`src/hw/rtl/wildcard_glob_matcher_assert.svh`:
```
// Assertion macros used by the wildcard matcher top level.
`ifndef WILDCARD_GLOB_MATCHER_ASSERT_SVH
`define WILDCARD_GLOB_MATCHER_ASSERT_SVH

// Same-cycle implication, checked out of reset.
`define WGM_ASSERT_NOW(lbl, clk, rst, ante, cons) \
   lbl: assert property (@(posedge clk) disable iff (rst) (ante) |-> (cons)) \
      else $error("wgm check failed: lbl");

// Next-cycle implication, checked out of reset.
`define WGM_ASSERT_NEXT(lbl, clk, rst, ante, cons) \
   lbl: assert property (@(posedge clk) disable iff (rst) (ante) |=> (cons)) \
      else $error("wgm check failed: lbl");

`endif

```
`src/hw/rtl/wgm_pkg.sv`:
```
// Package: types, codes and defaults for the wildcard matcher.
`timescale 1ns / 1ps

package wgm_pkg;

   localparam int MASK_DEPTH_DEF  = 64;
   localparam int QUEUE_DEPTH_DEF = 4;

   // Transaction action codes
   localparam logic [1:0] ACT_CLEAR   = 2'd0;
   localparam logic [1:0] ACT_APPEND  = 2'd1;
   localparam logic [1:0] ACT_SUBJECT = 2'd2;
   localparam logic [1:0] ACT_REPORT  = 2'd3;

   // Class of a byte as seen by the mask loader
   typedef enum logic [1:0] {
      CLS_PLAIN,
      CLS_STAR,
      CLS_QMARK,
      CLS_BSLASH
   } byte_class_type;

   typedef struct packed {
      logic [1:0] action;
      logic [7:0] byte_value;
   } wgm_req_type;

   typedef struct packed {
      logic matched;
      logic mask_overflow;
   } wgm_rsp_type;

   // Classified command passed from front to back
   typedef struct packed {
      logic [1:0]     action;
      logic           nonzero;
      byte_class_type cls;
      logic [7:0]     upper;
   } wgm_cmd_type;

   typedef struct packed {
      logic not_empty;
      logic full;
   } wgm_queue_status_type;

   typedef struct packed {
      logic mask_full;
      logic overflow;
   } wgm_back_status_type;

endpackage

```
`src/hw/rtl/wgm_front.sv`:
```
// Front end: classify an incoming transaction for the matcher engine.
`timescale 1ns / 1ps

module wgm_front
   import wgm_pkg::*;
(
   input  wgm_req_type req,
   output wgm_cmd_type cmd
);

   logic [7:0] raw_byte;

   assign raw_byte = req.byte_value;

   always_comb begin
      cmd.action  = req.action;
      cmd.nonzero = (raw_byte != 8'h00);
      // fold lower-case ASCII letters onto upper case
      if (raw_byte inside {[8'h61 : 8'h7A]}) begin
         cmd.upper = raw_byte - 8'h20;
      end else begin
         cmd.upper = raw_byte;
      end
      case (raw_byte)
         8'h2A:   cmd.cls = CLS_STAR;
         8'h3F:   cmd.cls = CLS_QMARK;
         8'h5C:   cmd.cls = CLS_BSLASH;
         default: cmd.cls = CLS_PLAIN;
      endcase
   end

endmodule

```
`src/hw/rtl/wgm_queue.sv`:
```
// Short command queue between the front end and the matcher engine.
`timescale 1ns / 1ps

module wgm_queue
   import wgm_pkg::*;
#(
   parameter int DEPTH = QUEUE_DEPTH_DEF
) (
   input  logic                 clock,
   input  logic                 reset,
   input  logic                 push,
   input  wgm_cmd_type          push_cmd,
   input  logic                 pop,
   output wgm_cmd_type          head_cmd,
   output wgm_queue_status_type status
);

   localparam int PTR_W = (DEPTH > 1) ? $clog2(DEPTH) : 1;
   localparam int CNT_W = $clog2(DEPTH + 1);

   wgm_cmd_type        entry_ff [DEPTH];
   logic [PTR_W-1:0]   wr_ptr_ff, wr_ptr_in;
   logic [PTR_W-1:0]   rd_ptr_ff, rd_ptr_in;
   logic [CNT_W-1:0]   count_ff, count_in;

   function automatic logic [PTR_W-1:0] ptr_advance(input logic [PTR_W-1:0] ptr);
      if (ptr == PTR_W'(DEPTH - 1)) begin
         return '0;
      end
      return ptr + PTR_W'(1);
   endfunction

   always_comb begin
      wr_ptr_in = push ? ptr_advance(wr_ptr_ff) : wr_ptr_ff;
      rd_ptr_in = pop  ? ptr_advance(rd_ptr_ff) : rd_ptr_ff;
      count_in  = count_ff;
      if (push && !pop) begin
         count_in = count_ff + CNT_W'(1);
      end else if (pop && !push) begin
         count_in = count_ff - CNT_W'(1);
      end
   end

   always_ff @(posedge clock) begin
      if (reset) begin
         wr_ptr_ff <= '0;
         rd_ptr_ff <= '0;
         count_ff  <= '0;
      end else begin
         wr_ptr_ff <= wr_ptr_in;
         rd_ptr_ff <= rd_ptr_in;
         count_ff  <= count_in;
      end
   end

   always_ff @(posedge clock) begin
      if (push) begin
         entry_ff[wr_ptr_ff] <= push_cmd;
      end
   end

   assign head_cmd         = entry_ff[rd_ptr_ff];
   assign status.not_empty = (count_ff != '0);
   assign status.full      = (count_ff == CNT_W'(DEPTH));

endmodule

```
`src/hw/rtl/wgm_back.sv`:
```
// Back end: mask element store, parallel NFA update and result register.
`timescale 1ns / 1ps

module wgm_back
   import wgm_pkg::*;
#(
   parameter int MASK_DEPTH = MASK_DEPTH_DEF
) (
   input  logic                clock,
   input  logic                reset,
   input  logic                cmd_valid,
   input  wgm_cmd_type         cmd,
   output logic                cmd_pop,
   output logic                rsp_valid,
   input  logic                rsp_stall,
   output wgm_rsp_type         rsp_data,
   output wgm_back_status_type status
);

   localparam int LEN_W = $clog2(MASK_DEPTH + 1);

   typedef enum logic [1:0] {
      KIND_LIT,
      KIND_ANY,
      KIND_RUN
   } elem_kind_type;

   // element store, one lane per mask position
   elem_kind_type kind_ff [MASK_DEPTH];
   logic [7:0]    lit_ff  [MASK_DEPTH];

   logic [LEN_W-1:0]    len_ff, len_in;
   logic                esc_ff, esc_in;
   logic                ovf_ff, ovf_in;
   logic                last_run_ff, last_run_in;
   logic [MASK_DEPTH:0] raw_ff, raw_in;
   logic                rsp_valid_ff, rsp_valid_in;
   wgm_rsp_type         rsp_data_ff, rsp_data_in;

   logic [MASK_DEPTH-1:0] run_v;
   logic [MASK_DEPTH-1:0] step_v;
   logic [MASK_DEPTH:0]   closed_v;
   logic [MASK_DEPTH:0]   next_v;

   logic          exec;
   logic          mask_full;
   logic          store_req;
   logic          wr_en;
   elem_kind_type wr_kind;

   assign mask_full = (len_ff == LEN_W'(MASK_DEPTH));
   assign exec      = cmd_valid &&
                      ((cmd.action != ACT_REPORT) || !rsp_valid_ff || !rsp_stall);
   assign cmd_pop   = exec;

   // per-position lanes: run closure and one-byte step
   assign closed_v[0] = raw_ff[0];

   for (genvar p = 0; p < MASK_DEPTH; p++) begin : g_lane
      logic in_mask;
      assign in_mask   = (LEN_W'(p) < len_ff);
      assign run_v[p]  = in_mask && (kind_ff[p] == KIND_RUN);
      assign step_v[p] = in_mask && ((kind_ff[p] == KIND_ANY) ||
                         ((kind_ff[p] == KIND_LIT) && (lit_ff[p] == cmd.upper)));
      // consecutive runs are never stored, so one step of closure suffices
      assign closed_v[p+1] = raw_ff[p+1] | (raw_ff[p] & run_v[p]);

      always_ff @(posedge clock) begin
         if (wr_en && (len_ff == LEN_W'(p))) begin
            kind_ff[p] <= wr_kind;
            lit_ff[p]  <= cmd.upper;
         end
      end
   end

   assign next_v[0] = closed_v[0] & run_v[0];
   for (genvar q = 1; q <= MASK_DEPTH; q++) begin : g_next
      if (q < MASK_DEPTH) begin : g_mid
         assign next_v[q] = (closed_v[q] & run_v[q]) | (closed_v[q-1] & step_v[q-1]);
      end else begin : g_end
         assign next_v[q] = closed_v[q-1] & step_v[q-1];
      end
   end

   // mask loader: classify the appended byte into a store request
   always_comb begin
      store_req = 1'b0;
      wr_kind   = KIND_LIT;
      esc_in    = esc_ff;
      if (exec && (cmd.action == ACT_APPEND) && cmd.nonzero) begin
         if (esc_ff) begin
            esc_in    = 1'b0;
            store_req = 1'b1;
         end else begin
            case (cmd.cls)
               CLS_BSLASH: esc_in = 1'b1;
               CLS_STAR: begin
                  wr_kind   = KIND_RUN;
                  store_req = !((len_ff != '0) && last_run_ff);
               end
               CLS_QMARK: begin
                  wr_kind   = KIND_ANY;
                  store_req = 1'b1;
               end
               default: store_req = 1'b1;
            endcase
         end
      end else if (exec && (cmd.action == ACT_CLEAR)) begin
         esc_in = 1'b0;
      end
   end

   assign wr_en = store_req && !mask_full;

   always_comb begin
      len_in       = len_ff;
      ovf_in       = ovf_ff;
      last_run_in  = last_run_ff;
      raw_in       = raw_ff;
      rsp_data_in  = rsp_data_ff;
      rsp_valid_in = rsp_valid_ff && rsp_stall;
      if (exec) begin
         case (cmd.action)
            ACT_CLEAR: begin
               len_in      = '0;
               ovf_in      = 1'b0;
               last_run_in = 1'b0;
               raw_in      = (MASK_DEPTH + 1)'(1);
            end
            ACT_APPEND: begin
               if (cmd.nonzero) begin
                  raw_in = (MASK_DEPTH + 1)'(1);
               end
               if (wr_en) begin
                  len_in      = len_ff + LEN_W'(1);
                  last_run_in = (wr_kind == KIND_RUN);
               end else if (store_req) begin
                  ovf_in = 1'b1;
               end
            end
            ACT_SUBJECT: begin
               if (cmd.nonzero) begin
                  raw_in = next_v;
               end
            end
            default: begin
               rsp_valid_in              = 1'b1;
               rsp_data_in.matched       = closed_v[len_ff] && !esc_ff && !ovf_ff;
               rsp_data_in.mask_overflow = ovf_ff;
               raw_in                    = (MASK_DEPTH + 1)'(1);
            end
         endcase
      end
   end

   always_ff @(posedge clock) begin
      if (reset) begin
         len_ff       <= '0;
         esc_ff       <= 1'b0;
         ovf_ff       <= 1'b0;
         last_run_ff  <= 1'b0;
         raw_ff       <= (MASK_DEPTH + 1)'(1);
         rsp_valid_ff <= 1'b0;
      end else begin
         len_ff       <= len_in;
         esc_ff       <= esc_in;
         ovf_ff       <= ovf_in;
         last_run_ff  <= last_run_in;
         raw_ff       <= raw_in;
         rsp_valid_ff <= rsp_valid_in;
      end
   end

   always_ff @(posedge clock) begin
      rsp_data_ff <= rsp_data_in;
   end

   assign rsp_valid        = rsp_valid_ff;
   assign rsp_data         = rsp_data_ff;
   assign status.mask_full = mask_full;
   assign status.overflow  = ovf_ff;

endmodule

```
`src/hw/rtl/wildcard_glob_matcher.sv`:
```
// Top level: case-insensitive wildcard matcher with streamed subject bytes.
// rsp_valid comes from a register in the back end; a report passes the queue before it executes.
// The engine takes one transaction per cycle while it is not held.
// Only a report waiting on a stalled result register holds the engine; the queue absorbs that.
// Reset (synchronous, active high) empties the queue and the mask, clears the flags
// and leaves only the start position active; mask element contents stay undefined.
`timescale 1ns / 1ps

`include "wildcard_glob_matcher_assert.svh"

module wildcard_glob_matcher
   import wgm_pkg::*;
#(
   parameter int MASK_DEPTH  = MASK_DEPTH_DEF,
   parameter int QUEUE_DEPTH = QUEUE_DEPTH_DEF
) (
   input  logic        clock,
   input  logic        reset,
   // request channel
   input  logic        req_valid,
   output logic        req_stall,
   input  wgm_req_type req_data,
   // response channel
   output logic        rsp_valid,
   input  logic        rsp_stall,
   output wgm_rsp_type rsp_data
);

   wgm_cmd_type          front_cmd;
   wgm_cmd_type          head_cmd;
   wgm_queue_status_type q_status;
   wgm_back_status_type  back_status;
   logic                 push;
   logic                 pop;

   // Classify the incoming transaction: fold case, flag special mask bytes.
   wgm_front u_front (
      .req (req_data),
      .cmd (front_cmd)
   );

   // Hold the request off only while the queue is full.
   assign req_stall = q_status.full;
   assign push      = req_valid && !req_stall;

   // Decouple intake from the engine so a stalled response does not block intake
   // until the queue fills.
   wgm_queue #(
      .DEPTH (QUEUE_DEPTH)
   ) u_queue (
      .clock    (clock),
      .reset    (reset),
      .push     (push),
      .push_cmd (front_cmd),
      .pop      (pop),
      .head_cmd (head_cmd),
      .status   (q_status)
   );

   // Execute one command per cycle unless held: clear or load the mask, advance the NFA, or report.
   wgm_back #(
      .MASK_DEPTH (MASK_DEPTH)
   ) u_back (
      .clock     (clock),
      .reset     (reset),
      .cmd_valid (q_status.not_empty),
      .cmd       (head_cmd),
      .cmd_pop   (pop),
      .rsp_valid (rsp_valid),
      .rsp_stall (rsp_stall),
      .rsp_data  (rsp_data),
      .status    (back_status)
   );

   // An accepted transaction not drained the same cycle must leave the queue occupied.
   `WGM_ASSERT_NEXT(a_push_fills, clock, reset, push && !pop, q_status.not_empty)
   // Overflow is only ever raised once the element store is full.
   `WGM_ASSERT_NOW(a_ovf_full, clock, reset, back_status.overflow, back_status.mask_full)
   // A reported overflow always comes with no match.
   `WGM_ASSERT_NOW(a_ovf_nomatch, clock, reset, rsp_valid && rsp_data.mask_overflow,
      !rsp_data.matched)

endmodule
```
`config.mk`:
```
export PLATFORM = sky130hd
export DESIGN_NAME = wildcard_glob_matcher
export DESIGN_NICKNAME = d
export VERILOG_FILES = /design/src/hw/rtl/wgm_pkg.sv /design/src/hw/rtl/wgm_front.sv /design/src/hw/rtl/wgm_queue.sv /design/src/hw/rtl/wgm_back.sv /design/src/hw/rtl/wildcard_glob_matcher.sv
export VERILOG_INCLUDE_DIRS = /design/src /design/src/hw/rtl
export SDC_FILE = /design/constraint.sdc
export NUM_CORES = 1
export LEC_CHECK = 0
export ABC_AREA = 1
export BUFFER_PORTS_ARGS = -buffer_cell sky130_fd_sc_hd__buf_2
export CAP_MARGIN = 20
export CORE_MARGIN = 4
export CORE_UTILIZATION = 30
export CTS_CLUSTER_SIZE = 28
export DETAILED_ROUTE_END_ITERATION = 12
export HOLD_SLACK_MARGIN = 0.02
export PLACE_DENSITY = 0.52
export SYNTH_ARGS = -nofsm -noshare
export SYNTH_HDL_FRONTEND = slang
export SYNTH_SLANG_ARGS = --single-unit
```
`constraint.sdc`:
```
create_clock -name clock -period 5.7 [get_ports clock]
set_input_delay 0.57 -clock clock [delete_from_list [all_inputs] [get_ports clock]]
set_output_delay 0.57 -clock clock [all_outputs]
set_load 0.1 [all_outputs]
```
Word-level counts from Yosys, hierarchy flattened --
Memories as Yosys holds them, arrays and structs flattened. A register that Yosys moved wholly into a read port is not among the register bits. Index checks and enable logic that the tools add are counted. Widths: inputs -> output; s select.
Operators by class: add/sub/neg operators 6, magnitude comparators 67, equality and inequality tests 274, multiplexer cells 544, bitwise logic cells 319, reductions and logical operators 547
Operators by type and width (count):
- $mux 6 | 126
- $eq 8x8->1 | 64
- $mux 8 | 64
- $reduce_or 8->1 | 63
- $mux 1 | 270
- $logic_and 1x1->1 | 269
- $eq 7x6->1 const B | 32
- $lt 6x7->1 const A | 32
- $and 1x1->1 | 191
- $mux 2 | 71
- $eq 2x2->1 const B | 70
- $eq 2x1->1 const B | 66
- $logic_not 2->1 | 65
- $mux 65 | 2
- $pmux 65 s2 | 1
- $or 1x1->1 | 127
- $reduce_or 2->1 | 63
- $eq 7x5->1 const B | 16
- $lt 5x7->1 const A | 16
- $logic_or 1x1->1 | 66
- $eq 7x4->1 const B | 8
- $lt 4x7->1 const A | 8
- $eq 7x3->1 const B | 4
- $lt 3x7->1 const A | 4
- 36 further kinds | 59
Word-level totals: bits in registers 85, memory bits (writable) 692, input port bits 14, output and inout bits 4, memories 3
Memories:
- u_back.lit_ff | depth 64, width 8, rd ports 64, clocked after memory_dff 0, write ports 1, RTL line wgm_back.sv:30 | logic [7:0] lit_ff [MASK_DEPTH];
- u_back.kind_ff | depth 64, width 2, rd ports 64, clocked after memory_dff 0, write ports 1, RTL line wgm_back.sv:29 | elem_kind_type kind_ff [MASK_DEPTH];
- u_queue.entry_ff | depth 4, width 13, rd ports 1, clocked after memory_dff 1, write ports 1, RTL line wgm_queue.sv:21 | wgm_cmd_type entry_ff [DEPTH];

Depth between registers and ports, before layout --
word-level depth 75, mapped depth 18, gate-level depth less buffers 16

Cells and area by module --
A second synthesis with hierarchy kept.
Unflattened totals: cell total of the unflattened synthesis 3363, area, all modules 35874.4 um^2
By module, submodules not included:
- wgm_back | times used 1, cells each 3128, area each 33184.3 um^2
- wgm_queue | times used 1, cells each 186, area each 2436.1 um^2
- wgm_front | times used 1, cells each 47, area each 244.0 um^2
- wildcard_glob_matcher | times used 1, cells each 2, area each 10.0 um^2

Worst setup path after synthesis --
Ideal clock, no wire load.
path type register -> register, start register (tool-made name), end memory u_back.kind_ff[0][0] (netlist bit) (data pin), library setup time 681 ps, arrival 3526 ps, required time 5019 ps, setup slack 1493 ps, cell stages (with the launch flop) 10, buffers on the path 2, cells stage by stage dfxtp_1 buf_6 inv_4 buf_6 nand2_1 nand3_1 nand2_1 nor3_2 inv_1 nor3_1
RTL lines (RTL line):
- to (decl) | wgm_back.sv:29

Final worst setup path --
start register u_back.len_ff[6], end memory u_back.lit_ff[22][4] (enable)
On the way: cells in the longest elaborated chain, start to end 74, elaborated cells between the ends (all ways) 454, classes of those cells eq/ne (64); mux (257); reduce/logical (133)
Ends and longest elaborated chain:
- from (decl) | RTL line wgm_back.sv:32 | logic [LEN_W-1:0] len_ff, len_in;
- from (signal assigned) | RTL line wgm_back.sv:165 | len_ff <= len_in;
- $reduce_bool 7->1 | RTL line wgm_back.sv:99 | store_req = !((len_ff != '0) && last_run_ff);
- $logic_and 1x1->1 | RTL line wgm_back.sv:99
- $logic_not 1->1 | RTL line wgm_back.sv:99
- $pmux 1 s2 | RTL line wgm_back.sv:95 | case (cmd.cls)
- $mux 1 | RTL line wgm_back.sv:91 | if (esc_ff) begin
- $mux 1 | RTL line wgm_back.sv:90 | if (exec && (cmd.action == ACT_APPEND) && cmd.nonzero) begin
- $logic_and 1x1->1 | RTL line wgm_back.sv:113 | assign wr_en = store_req && !mask_full;
- $logic_and 1x1->1 | RTL line wgm_back.sv:69 | if (wr_en && (len_ff == LEN_W'(p))) begin
- $mux 1 | RTL line wgm_back.sv:69
- $mux 1 (not written as such) | RTL line wgm_back.sv:71 | lit_ff[p] <= cmd.upper;
- $reduce_or 8->1 (no line)
- $mux 6 (no line) or $mux 1 (tied branches) (63 in a row)
- to (decl) | RTL line wgm_back.sv:30
Several ways; a longest one is shown, not always the timed one.

==> impl_metrics.py <==
metrics = {
    "worst_setup_path": {
        "cp_max_fo": 20,
        "crit_path_top_delay_cell": "nor2_1",
        "end_kind": "flop",
        "worstPathArrival_ns": 4.38,
        "start_kind": "flop",
        "path_cells": "nor2_1 -> nand2_1 -> buf_4 -> inv_1 -> a31oi_1 -> o21ai_1 -> nand2_1 -> or2_4 -> clkinv_2 -> nand3_1 -> nor2_1",
        "required_ns": 5.95,
        "slowest_delay_ns": 0.94,
        "worstSetupPathType": "reg -> reg",
    },
    "outcome": {
        "status": "completed",
    },
    "floorplan": {
        "num_io_pins": 18,
        "dieWidth_um": 356,
        "placementRows": 127,
        "die_y_um": 356,
        "start_util": 0.302,
        "coreArea_um2": 120000,
        "die_area_um2": 127000,
    },
    "timing": {
        "final-hold-violation-count": 0,
        "clock_skew_ns": 0.0334,
        "tns_ns": 0,
        "max_slew.worst_pin.slew_ns": 1.11,
        "rsz0062_at_grt": "no",
        "fmax_mhz": 242,
        "maxSlewHeadroom": 0.251,
        "slew_viol_final": 0,
        "fin_crit_ns": 4.13,
        "final-setup-viol-count": 0,
        "post-route-period-util": 0.725,
    },
    "clock_tree": {
        "cts-resized-gates": 0,
        "cts_max_path_buffers": 3,
        "hold_buffers": 0,
        "cts_buffers": 85,
        "cts-root-buf": "clkbuf_16",
        "path_clk_slew_ns": 0.06,
        "cts_setup_buffers": 0,
        "h-tree-depth": 3,
        "cts_tree": "built",
        "insertion_delay_ns": 0.65,
        "cts.sinks": 779,
    },
    "finish": {
        "finalNonFillerCells": 5072,
        "drive_gt1_frac": 0.103,
        "mostFrequentLayoutCell": "nand2_1",
        "layout_common_cells": "808 x nand2_1, 694 x edfxtp_1, 240 x xnor2_1",
        "nets": 3416,
        "fill_cells": 12100,
        "syn_to_final_growth_pct": 12.5,
    },
    "power": {
        "p_sw_mw": 7.22,
        "p_int_mw": 12.3,
        "seq_power_share": 0.369,
        "p_leak_nw": 14.4,
        "p_per_area_nw_per_um2": 477,
        "power_frac_clock": 0.281,
        "pwr-share-comb": 0.350,
        "swShare": 0.371,
        "ir_drop_mv": 0.353,
    },
    "detailed_routing": {
        "ant_nets": 0,
        "dr_total_vias": 23800,
        "highest_layer": "met4",
        "wl_met3_mm": 5.71,
        "wl_met1_mm": 46.1,
        "drt_iter0_drc": 2127,
        "routedWlPerCell_um": 20.0,
        "drt_wl_total_mm": 101,
        "remaining_drc_errors": 0,
        "met2WireLength_mm": 46.5,
        "firstDrtPassIters": 6,
        "viasPerCell": 4.69,
    },
    "yosys": {
        "avgSynthCellArea_um2": 10.9,
        "synth_cells": 3344,
        "synth_edf_count": 694,
        "syn_nets": 3370,
        "async_flop_share": 0,
        "synth_area_um2": 36300,
        "synth.top_cell.area_share": 0.574,
        "synth_top_area_cell": "edfxtp_1",
        "yosysSeqAreaShare": 0.621,
        "ys_seq_elements": 779,
        "netlist-cell-type-count": 57,
        "yosys-top-cells-area": "edfxtp_1 57%, nand2_1 8.4%, xnor2_1 5.8%",
        "yosysWarningCount": 0,
        "yosys_most_used_dff": "edfxtp_1",
    },
    "flow_run": {
        "drv_cap": 0,
    },
    "global_routing": {
        "grt_start_max_net_pins": 70,
        "gr-usage-all-layers": 0.158,
        "grt-ovfl-total": 0,
        "grt_antenna_before_repair": 2,
        "grt_pass1_vias": 23000,
        "grt_pass1_wl_mm": 150,
    },
    "place": {
        "placed_cells": 4913,
        "port_buffers": 17,
        "gp_congestion": 0.953,
        "dp_hpwl_mm": 62.5,
    },
    "min_path": {
        "hold_path_class": "in -> reg",
    },
}
==> sequential cells by signal (all words and copies together), names as in the netlist, 3 cells and up, named ones only <==
signal,flops
u_back.lit_ff,512
u_back.kind_ff,128
u_back.raw_ff,65
u_queue.entry_ff,52
u_back.len_ff,7
u_queue.count_ff,3
==> stage by stage <==
step	hold slack (ns)	instance area, um2	utilization	power (mW)	setup WS [ns]
6_report	0.175	40900	0.340	19.5	1.57
5_1_grt	0.157	40900	0.340	20.5	1.36
4_1_cts	0.134	40800	0.340	19.7	1.63
3_5_place_dp	0.451	38100	0.317	14.2	1.64
3_3_place_gp	0.444	38100	0.317	14.1	1.66
2_1_floorplan	0.429	36300	-	12.1	1.49
==> kinds of logic (layout without fill, tap and decap cells) <==
kind of cell / count (synthesis) / in the layout / synth area share
xor gates and xnor gates: 420 / 420 / 0.103
adders and majority gates: 12 / 12 / 0.00434
AOI/OAI and AO/OA: 185 / 185 / 0.0280
and+or+nand+nor: 1569 / 1569 / 0.191
DFF: 779 / 779 / 0.621
buffers and inverters: 379 / 494 / 0.0531
other: 0 / 1 / 0
==> layer usage <==
layer	up-vias	track usage
li1	11400	-
met1	11600	0.217
met2	724	0.256
met3	158	0.0232
met4	0	0.0526
met5	-	0
==> critical path, delay by kind of cell (launching register included) <==
| family | cells | cell delay (ns) |
|---|---|---|
| AO/OA/AOI/OAI | 2 | 0.35 |
| buffers and inverters | 3 | 0.68 |
| flip-flops | 1 | 0.46 |
| AND/OR/NAND/NOR | 6 | 2.23 |
==> synthesized netlist by cell type, types with 4 or more instances <==
cell / instances
edfxtp_1: 694
o21ai_1: 22
ha_1: 11
nor3b_1: 6
o21bai_1: 4
nand2_1: 812
inv_2: 10
dfxtp_1: 85
buf_6: 34
clkinv_1: 4
buf_2: 34
xnor2_1: 240
nor3_1: 132
clkbuf_4: 4
and3_1: 20
buf_4: 11
buf_8: 11
nand3_1: 217
nor3_2: 5
clkbuf_1: 18
or2_2: 86
xor2_2: 8
a21oi_2: 8
nand2_2: 9
nor2_1: 189
o21ai_0: 27
inv_1: 246
xor2_1: 172
nand4_1: 77
a21oi_1: 106
o22ai_1: 4
==> final timing paths <==
path	start	endpoint	slack [ns]	cells past startpoint
setup / recovery	u_back.len_ff[6]$_SDFFE_PP0P_	u_back.lit_ff[22][4]$_DFFE_PP_	1.57	11
hold / removal	req_data[9]	u_queue.entry_ff[0][12]$_DFFE_PP_	0.18	1
setup reg to reg	u_back.len_ff[6]$_SDFFE_PP0P_	u_back.lit_ff[22][4]$_DFFE_PP_	1.57	11
hold reg to reg	u_back.last_run_ff$_SDFFE_PP0P_	u_back.last_run_ff$_SDFFE_PP0P_	0.47	2
==> area by class of cell <==
class / instances / area, um2 / area share
diodes: 1 / 2.50 / 0.0000612
clock buffers: 108 / 2310 / 0.0564
clock inverters: 48 / 457 / 0.0112
inverters: 264 / 1000 / 0.0246
multi-input cells: 2186 / 11900 / 0.292
flip-flops and latches: 779 / 22500 / 0.552
well taps: 1612 / 2020 / 0.0494
repair buffers: 74 / 617 / 0.0151
==> power by group through the flow <==
stage / logic (mW) / registers (mW) / clock network [mW]
2_1_floorplan: 4.73 / 7.35 / 0
3_3_place_gp: 6.83 / 7.31 / 0
3_5_place_dp: 6.92 / 7.31 / 0
4_1_cts: 6.94 / 7.19 / 5.58
5_1_grt: 7.46 / 7.20 / 5.84
6_report: 6.82 / 7.19 / 5.47
(Power assumes the default switching activity.)
